$ cat src/sv/k_way_sorted_merge_unit_defines.svh
// Assertion macros shared by the merge unit RTL.
// Each macro expects clk and arst_n to be visible where it is used.
`ifndef K_WAY_SORTED_MERGE_UNIT_DEFINES_SVH
`define K_WAY_SORTED_MERGE_UNIT_DEFINES_SVH

// Same-cycle implication, checked outside reset
`define KWSM_ASSERT_SAME(lbl, ante, cons, msg) \
	lbl: assert property (@(posedge clk) disable iff (!arst_n) (ante) |-> (cons)) \
		else $error(msg);

// Next-cycle implication, checked outside reset
`define KWSM_ASSERT_NEXT(lbl, ante, cons, msg) \
	lbl: assert property (@(posedge clk) disable iff (!arst_n) (ante) |=> (cons)) \
		else $error(msg);

`endif

$ cat src/sv/kwsm_pkg.sv
`default_nettype none

package kwsm_pkg;

	// Sizing
	localparam int NUM_LISTS   = 8;
	localparam int LIST_DEPTH  = 256;
	localparam int VALUE_WIDTH = 32;

	// Fixed port field widths
	localparam int IDX_W = 3;
	localparam int DIN_W = 32;

	// Derived widths
	localparam int LIST_W = (NUM_LISTS > 1) ? $clog2(NUM_LISTS) : 1;
	localparam int ADDR_W = (LIST_DEPTH > 1) ? $clog2(LIST_DEPTH) : 1;
	localparam int PTR_W  = $clog2(2 * LIST_DEPTH);
	localparam int MEM_W  = LIST_W + ADDR_W;

	localparam logic [PTR_W-1:0]  PTR_LAST   = PTR_W'(2 * LIST_DEPTH - 1);
	localparam logic [PTR_W-1:0]  DEPTH_PTR  = PTR_W'(LIST_DEPTH);
	localparam logic [PTR_W:0]    PTR_MOD    = (PTR_W + 1)'(2 * LIST_DEPTH);
	localparam logic [LIST_W-1:0] LIST_LAST  = LIST_W'(NUM_LISTS - 1);

	typedef enum logic [1:0] {
		OP_APPEND = 2'd0,
		OP_POP    = 2'd1,
		OP_CLEAR  = 2'd2
	} op_t;

	typedef enum logic [1:0] {
		ST_OK    = 2'd0,
		ST_FULL  = 2'd1,
		ST_EMPTY = 2'd2
	} status_t;

	// One head read of the scan, as it reaches the compare unit
	typedef struct packed {
		logic              clear;
		logic              valid;
		logic              nonempty;
		logic [LIST_W-1:0] idx;
		logic [PTR_W-1:0]  head;
	} scan_ctl_t;

	// Running winner of the scan
	typedef struct packed {
		logic                   found;
		logic [LIST_W-1:0]      idx;
		logic [PTR_W-1:0]       head;
		logic [VALUE_WIDTH-1:0] value;
	} scan_res_t;

	// Advance a pointer modulo twice the list depth
	function automatic logic [PTR_W-1:0] ptr_inc(input logic [PTR_W-1:0] p);
		logic [PTR_W-1:0] r;
		r = (p == PTR_LAST) ? '0 : p + 1'b1;
		return r;
	endfunction

	// Slot within a list for a pointer
	function automatic logic [ADDR_W-1:0] slot_of(input logic [PTR_W-1:0] p);
		logic [PTR_W-1:0] r;
		r = (p >= DEPTH_PTR) ? p - DEPTH_PTR : p;
		return r[ADDR_W-1:0];
	endfunction

	// Sign-extend or truncate the input word to the stored width
	function automatic logic [VALUE_WIDTH-1:0] to_store(input logic [DIN_W-1:0] v);
		logic [VALUE_WIDTH-1:0] r;
		for (int i = 0; i < VALUE_WIDTH; i++) begin
			r[i] = v[(i < DIN_W) ? i : DIN_W - 1];
		end
		return r;
	endfunction

	// Zero-extend or truncate a stored value to the result word
	function automatic logic [DIN_W-1:0] to_result(input logic [VALUE_WIDTH-1:0] s);
		logic [DIN_W-1:0] r;
		for (int i = 0; i < DIN_W; i++) begin
			r[i] = (i < VALUE_WIDTH) ? s[(i < VALUE_WIDTH) ? i : 0] : 1'b0;
		end
		return r;
	endfunction

	// Port list index to internal list select
	function automatic logic [LIST_W-1:0] to_sel(input logic [IDX_W-1:0] x);
		logic [LIST_W-1:0] r;
		for (int i = 0; i < LIST_W; i++) begin
			r[i] = (i < IDX_W) ? x[(i < IDX_W) ? i : 0] : 1'b0;
		end
		return r;
	endfunction

	// Internal list select to port list index
	function automatic logic [IDX_W-1:0] to_idx(input logic [LIST_W-1:0] x);
		logic [IDX_W-1:0] r;
		for (int i = 0; i < IDX_W; i++) begin
			r[i] = (i < LIST_W) ? x[(i < LIST_W) ? i : 0] : 1'b0;
		end
		return r;
	endfunction

endpackage

`default_nettype wire

$ cat src/sv/kwsm_scan.sv
`default_nettype none

module kwsm_scan (
	input  wire logic                             clk,
	input  wire logic                             arst_n,
	input  wire kwsm_pkg::scan_ctl_t              ctl,
	input  wire logic [kwsm_pkg::VALUE_WIDTH-1:0] rdata,
	output kwsm_pkg::scan_res_t                   best
);

	import kwsm_pkg::*;

	logic                   found_q;
	logic [LIST_W-1:0]      idx_q;
	logic [PTR_W-1:0]       head_q;
	logic [VALUE_WIDTH-1:0] value_q;
	logic                   take;

	// Strictly smaller wins, so ties keep the lower list
	assign take = ctl.valid && ctl.nonempty
		&& (!found_q || ($signed(rdata) < $signed(value_q)));

	// Track winner flag
	always_ff @(posedge clk or negedge arst_n) begin
		if (!arst_n) begin
			found_q <= 1'b0;
		end else if (ctl.clear) begin
			found_q <= 1'b0;
		end else if (take) begin
			found_q <= 1'b1;
		end
	end

	// Hold winner payload
	always_ff @(posedge clk) begin
		if (take) begin
			idx_q   <= ctl.idx;
			head_q  <= ctl.head;
			value_q <= rdata;
		end
	end

	assign best.found = found_q;
	assign best.idx   = idx_q;
	assign best.head  = head_q;
	assign best.value = value_q;

endmodule

`default_nettype wire
$ cat config.mk
export PLATFORM = sky130hd
export DESIGN_NAME = kwsm_scan
export DESIGN_NICKNAME = d
export VERILOG_FILES = /design/src/sv/k_way_sorted_merge_unit_defines.svh /design/src/sv/kwsm_pkg.sv /design/src/sv/kwsm_scan.sv
export SDC_FILE = /design/constraint.sdc
export NUM_CORES = 1
export LEC_CHECK = 0
export BUFFER_PORTS_ARGS = -buffer_cell sky130_fd_sc_hd__buf_2
export CORE_MARGIN = 2
export CORE_UTILIZATION = 40
export CTS_CLUSTER_DIAMETER = 40
export DETAILED_ROUTE_END_ITERATION = 10
export GPL_TIMING_DRIVEN = 1
export PLACE_DENSITY = 0.74
export SLEW_MARGIN = 0
export SYNTH_ARGS = -nofsm -noshare
export SYNTH_HDL_FRONTEND = slang
export SYNTH_SLANG_ARGS = --single-unit
$ cat constraint.sdc
create_clock -name clk -period 4.05 [get_ports clk]
set_input_delay 0.2025 -clock clk [delete_from_list [all_inputs] [get_ports clk]]
set_output_delay 0.2025 -clock clk [all_outputs]
set_load 0.02 [all_outputs]
# [Word level (Yosys, flattened, before mapping)]
# Index checks and enable logic that the tools add are counted.
[word_totals] latchBits=0 ram_bits=0 word_cells=12 memories=0 rom_bits=0 output_inout_bits=45 register_bits=45
[classes] n_bitwise=0 shifts=0 multipliers=0 order_cmp=1 div_mod_pow=0 addsub=0 n_reduce_logical=5 eq_ne=0 mux=2
[ops] op="$lt 32x32->1" n=1
[ops] op="$logic_and 1x1->1" n=2
[ops] op="$mux 1" n=2
[ops] op="$reduce_bool 2->1" n=1
[ops] op="$logic_not 1->1" n=1
[ops] op="$logic_or 1x1->1" n=1

# [Logic depth before layout (Yosys ltp)]
# Gate-level depths: netlist of the first run.
[logic_depth] word_depth=5 depth_mapped=8 mapped_depth_nobuf=8

# [Least setup slack after synthesis of the first run]
# No wires, ideal clock.
[synth_timing] kind="register -> register" start="reg value_q[30]" end="reg head_q[0] (enable)" arrival_time_ns=4.102 period_less_slack_ns=4.573 n_path_buf=0 setup_slack_ns=-0.523 setup_ns=0.471 path_stages_with_launch=9 path_cell_list="edfxtp_1 -> inv_1 -> ha_1 -> a21oi_2 -> nand2_1 -> a221o_1 -> a211o_1 -> nor2b_4 -> nor4_2"
[synth_between] elab_chain_len=3
[synth_lines] element="start, declared" line="kwsm_scan.sv:16" rtl="logic [VALUE_WIDTH-1:0] value_q;"
[synth_lines] element="start signal, assigned" line="kwsm_scan.sv:39" rtl="value_q <= rdata;"
[synth_lines] element="$lt 32x32->1" line="kwsm_scan.sv:21" rtl="&& (!found_q || ($signed(rdata) < $signed(value_q)));"
[synth_lines] element="$logic_or 1x1->1" line="kwsm_scan.sv:21"
[synth_lines] element="$logic_and 1x1->1" line="kwsm_scan.sv:21"
[synth_lines] element="via take" line="kwsm_scan.sv:17" rtl="logic take;"
[synth_lines] element="end signal, assigned" line="kwsm_scan.sv:38" rtl="head_q <= ctl.head;"
[synth_lines] element="end, declared" line="kwsm_scan.sv:15" rtl="logic [PTR_W-1:0] head_q;"
# The timed path passes the listed nets, and every way through them passes these cells.
# A chain may end at the register's enable or synchronous reset.

# [Worst setup path in the final report of the first run]
[layout_timing] start="reg value_q[31]" end="reg value_q[24] (enable)"
[layout_between] elab_chain_len=3
[layout_lines] element="$lt 32x32->1" line="kwsm_scan.sv:21"
[layout_lines] element="$logic_or 1x1->1" line="kwsm_scan.sv:21"
[layout_lines] element="$logic_and 1x1->1" line="kwsm_scan.sv:21"
[layout_lines] element="via take" line="kwsm_scan.sv:17"
# The timed path passes the listed nets, and every way through them passes these cells.

==> flow_summary.ini, run 1 <==
[final_layout]
multi_input_area_sq_um = 721
nets = 345
regArea_sq_mm = 0.00135
num-fill-cells = 475
mostFrequentLayoutCells = buf_2, edfxtp_1, inv_1
final_common_cell = buf_2
stdcell_count = 336
drive_gt1_share_pct = 40.2
area_growth_pct = 30.3
post-route-util_pct = 54.7
antennaDiodeCount = 0

[synthesis]
yosysUniqueCellTypes = 25
postSynthCellCount = 163
synth_area_sq_mm = 0.00219
synth_nets = 243
ys_warn_count = 0
synthTopCellsByArea = edfxtp_1, ha_1, inv_1
ys_ff_latch = 45
async_flop_share_pct = 2.22
netlist.area_leader.share_pct = 60.4
avgSynthCellArea_sq_um = 13.4
ys_seq_area_share_pct = 61.6
synth-edff-count = 44
synthFlopType = edfxtp_1
synth_area_leader_cell = edfxtp_1

[setup_path]
crit_path_end = value_q[24]
reg2reg_slack_ps = 1530
crit_type = flop to flop
cpMaxStageDelayCell = edfxtp_1
worstReg2RegStart = value_q[31]
rr_worst_depth = 9
startpoint_type = flop
cp_max_fo = 28
cp-startpoint = value_q[31]
path_cells = inv_1 > ha_1 > nand4_1 > nor2_1 > a221o_1 > a211o_1 > nor2b_4 > nor4_4 > buf_4
cp_slowest_stage_delay_ps = 410
regToRegEndpoint = value_q[24]
end_kind = flop
critical_path_arrival_ps = 2490
cp.required_ps = 4010

[sta]
finalSetupViolations = 0
maxSlewViolCount = 0
worst_slew_pin_slew_ps = 436
finalCritPeriodShare_pct = 62.3
fin_worst_skew_ps = 2.94
slew_headroom_pct = 70.2
fin_hold_ws_ps = 51.8
post-route-min-period_ps = 2520
rsz0062_at_grt = false
setup_tns_ps = 0
fmax_mhz = 396
hold_viol_final = 0

[pwr]
total_power_w = 0.000965
cellPowerDensity_mw_per_mm2 = 339
peakVddDrop_mv = 0.205
swShare_pct = 25.4
clkPwrFrac_pct = 27.7
power_leakage_nw = 1.36
p_seq_share_pct = 56.6
p_switching_w = 0.000245
cellInternalPower_w = 0.000720
p_comb_share_pct = 15.7

[floorplan]
chipWidth_um = 77.9
ios = 94
num_rows = 26
core_area_sq_mm = 0.00520
die_y_um = 77.9
die_area_sq_mm = 0.00607
start_util_pct = 42.0

[grt]
track_usage_pct = 14.9
gr-total-overflow = 0
grt_pass1_wl_mm = 7.10
antenna_found_initial = 0
grt_max_degree = 29
grt_pass1_vias = 1597

[place]
post-dp-hpwl_mm = 3.41
globalplace.congestion = 0.728
dp.cells = 327
portBuffers = 93

[clock_network]
numCtsBuffers = 5
cts_tree = done
cts_root_buffer = clkbuf_8
postCtsHoldBufs = 1
h-tree-depth = 2
clock_path_buffers = 2
clk_latency_ps = 290
path_clk_slew_ps = 80
post_cts_buffers = 0
cts_resized = 0
clock_sinks = 45

[route]
wl_met3_um = 275
detail_route.wl_per_cell_um = 12.7
via_count = 1544
avgViaCountPerCell = 4.60
drt.antenna.violating_nets = 0
finalWirelength_mm = 4.27
dr.pass1.iters = 4
routed-wl-met2_mm = 2.12
wl_met1_mm = 1.85
top_layer = met4
drc_errors = 0
drt_iter0_markers = 31

[run_status]
outcome = completed

[job]
drv_cap = 0

[worst_hold_path]
hp-class = input pin to flop
layout make-up:
| class | count | share of cell area (%) |
|---|---|---|
| Timing Repair Buffer | 96 | 17.2 |
| Clock inverter | 2 | 0.351 |
| Clock buffer | 6 | 2.55 |
| Inverter | 32 | 4.22 |
| Sequential cell | 45 | 47.3 |
| Tap cell | 70 | 3.08 |
| Multi-Input combinational cell | 85 | 25.3 |
power groups by stage:
stage | Combinational, W | Clock (W) | Sequential, W
floorplan | 0.0000630 | 0 | 0.000584
global placement | 0.000149 | 0 | 0.000556
detailed placement | 0.000153 | 0 | 0.000557
CTS | 0.000154 | 0.000283 | 0.000547
global route | 0.000170 | 0.000296 | 0.000550
finish | 0.000152 | 0.000267 | 0.000546
layer usage:
| layer | global-route usage (%) | up-vias |
|---|---|---|
| li1 | - | 794 |
| met1 | 17.4 | 697 |
| met3 | 4.42 | 4 |
| met4 | 4.21 | 0 |
| met2 | 26.4 | 49 |
| met5 | 0 | - |
kinds of logic after synthesis:
family | Yosys count | synth area share [%]
DFF | 45 | 61.6
buffers and inverters | 33 | 5.84
adders and majority gates | 31 | 17.7
AOI/OAI and AO/OA | 28 | 7.96
and+or+nand+nor | 26 | 6.87
state kept, by name (all words and copies together), names as in the netlist:
register and count:
value_q 32, found_q 1, head_q 9, idx_q 3
worst min path at each step:
stage	endpoint	slack [ps]	start	cells after the start
after floorplan	found_q	-90	arst_n	0
after global placement	found_q	-20	arst_n	1
after detailed placement	found_q	-20	arst_n	1
after CTS	found_q	40	ctl[14]	2
after global routing	found_q	40	ctl[14]	2
final	found_q	50	ctl[14]	2
worst max-delay path, delay by kind of cell (launching register included):
family	cells	cell delay, ps
DFF	1	410
AOI/OAI and AO/OA	2	560
buffers and inverters	2	450
adders and majority gates	1	260
and+or+nand+nor	4	510
synth_stat cells, types with 2 or more instances:
master / count
nand3_1: 3
nand2_1: 8
ha_1: 31
a21oi_1: 14
inv_1: 32
nor2_1: 3
edfxtp_1: 44
nand4_1: 6
a21o_1: 2
o21ai_0: 5
stage by stage:
| step | area [sq um] | worst slack [ps] |
|---|---|---|
| 2_1_floorplan | 2190 | 510 |
| 3_3_place_gp | 2760 | 1590 |
| 3_5_place_dp | 2760 | 1520 |
| 4_1_cts | 2850 | 1510 |
| 5_1_grt | 2850 | 1360 |
| 6_report | 2850 | 1530 |
No activity file was read; power rests on OpenSTA's default activity.
==> run 2, diff against run 1 <==
--- a/config.mk
+++ b/config.mk
@@ -11,7 +11,7 @@
 export CTS_CLUSTER_DIAMETER = 40
 export DETAILED_ROUTE_END_ITERATION = 10
 export GPL_TIMING_DRIVEN = 1
-export PLACE_DENSITY = 0.74
+export PLACE_DENSITY = 0.71
 export SLEW_MARGIN = 0
 export SYNTH_ARGS = -nofsm -noshare
 export SYNTH_HDL_FRONTEND = slang
==> constraint.sdc (replaced) <==
create_clock -name clk -period 2.6 [get_ports clk]
set_input_delay 0.13 -clock clk [delete_from_list [all_inputs] [get_ports clk]]
set_output_delay 0.13 -clock clk [all_outputs]
set_load 0.02 [all_outputs]
==> flow_summary.ini, run 2 (synthesized netlist as in run 1, its figures left out) <==
[sta]
hold_viol_final = 0
finalSetupViolations = 0
rsz0062_at_grt = false
slew_headroom_pct = 68.9
maxSlewViolCount = 0
post-route-min-period_ps = 2410
finalCritPeriodShare_pct = 92.9
setup_tns_ps = 0
worst_slew_pin_slew_ps = 454
fmax_mhz = 414
fin_worst_skew_ps = 10.3

[floorplan]
ios = 94
die_area_sq_mm = 0.00607
core_area_sq_mm = 0.00520
chipWidth_um = 77.9
start_util_pct = 42.0
die_y_um = 77.9
num_rows = 26

[pwr]
swShare_pct = 24.6
peakVddDrop_mv = 0.357
cellInternalPower_w = 0.00116
p_seq_share_pct = 55.2
p_comb_share_pct = 16.5
p_switching_w = 0.000380
cellPowerDensity_mw_per_mm2 = 519
power_leakage_nw = 1.39
total_power_w = 0.00154
clkPwrFrac_pct = 28.4

[final_layout]
mostFrequentLayoutCells = buf_2, edfxtp_1, inv_1
final_common_cell = buf_2
top_regs = value_q x32, head_q x9, idx_q x3
antennaDiodeCount = 0
area_growth_pct = 35.9
drive_gt1_share_pct = 41.0
regMostFlops = value_q
finalInstanceArea_sq_mm = 0.00297
nets = 352
largest_reg_flops = 32
num-fill-cells = 471

[setup_path]
crit_type = flop to flop
cp.required_ps = 2590
startpoint_type = flop
end_kind = flop
path_cells = inv_1 > ha_1 > a21oi_1 > o21ai_1 > a221o_1 > a211o_1 > nor2b_4 > nor4_4 > buf_4
crit_family = compound AO/OA/AOI/OAI gates
cpMaxStageDelayCell = edfxtp_1
cp_num_buf_inv = 2
cp_slowest_stage_delay_ps = 380
critical_path_arrival_ps = 2400
cp_max_fo = 15

[route]
avgViaCountPerCell = 4.62
finalWirelength_mm = 4.27
detail_route.wl_per_cell_um = 12.4
via_count = 1585
drt.antenna.violating_nets = 0
drc_errors = 0
drt_iter0_markers = 44
dr.pass1.iters = 4

[clock_network]
clock_sinks = 45
clock_path_buffers = 2
numCtsBuffers = 5
post_cts_buffers = 0
cts_tree = done
path_clk_slew_ps = 80
cts_root_buffer = clkbuf_8
clk_latency_ps = 290
h-tree-depth = 2

[place]
dpl_cell_area_sq_mm = 0.00280
portBuffers = 93
globalplace.congestion = 0.747
post-dp-hpwl_mm = 3.43

[worst_hold_path]
hp-class = input pin to flop

[grt]
gr-total-overflow = 0
grt_max_degree = 19
grt_pass1_vias = 1556
grt_pass1_wl_mm = 6.95
antenna_found_initial = 0
track_usage_pct = 14.6

[job]
drv_cap = 0

[run_status]
outcome = completed
[run 2: per-stage QoR]
step                hold slack (ps)  worst slack, ps  instances  util, %
global route                  0.877             19.6        343     57.1
detailed placement            -94.2              172        328     53.8
CTS                            3.63              139        342     56.8
global placement              -93.5              226        328     53.8
finish                         14.2              185        343     57.1
floorplan                      -166             -919        163        -
[run 2: routing by layer]
layer	GRT usage [%]	vias up	share of wire (%)
met5	0	-	0
met2	25.6	56	50
li1	-	816	-
met3	4.42	2	6.6
met1	17.5	711	43
met4	3.33	0	0.54
[run 2: power groups by stage]
stage,clock network (W),registers (W),logic [W]
finish,0.000437,0.000851,0.000254
global route,0.000476,0.000855,0.000286
CTS,0.000460,0.000851,0.000256
detailed placement,0,0.000867,0.000248
global placement,0,0.000866,0.000242
floorplan,0,0.000909,0.000102
[run 2: layout make-up]
type                            count  area [sq um]  share of cell area (%)
Tap cell                           70          87.6                    2.95
Sequential cell                    45          1350                    45.3
Clock buffer                        6          82.6                    2.78
Timing Repair Buffer              103           562                    18.9
Multi-Input combinational cell     85           758                    25.5
Inverter                           32           120                    4.04
Clock inverter                      2          13.8                   0.463
[run 2: final timing paths]
check                                 start        end  slack, ps  cells past startpoint
min in group asynchronous            arst_n    found_q        130                      2
worst min register to register      found_q    found_q        580                      2
worst max register to register  value_q[21]   idx_q[1]        190                      9
max in group asynchronous            arst_n    found_q       2390                      2
worst max-delay path            value_q[21]   idx_q[1]        190                      9
worst min-delay path                 ctl[4]  head_q[4]         10                      1
[run 2: timing repair]
item,in CTS,in global routing
gates resized for setup,0,1
setup endpoints to repair,0,18
hold endpoints to repair,6,1
hold buffers,6,1
[run 2: worst register-to-register path: cells and delay by family (launching register included)]
kind                     cells  cell delay (ps)
AND/OR/NAND/NOR              2              330
adder cells (fa/ha/maj)      1              230
flip-flops                   1              380
buffers and inverters        2              360
AO/OA/AOI/OAI                4              820
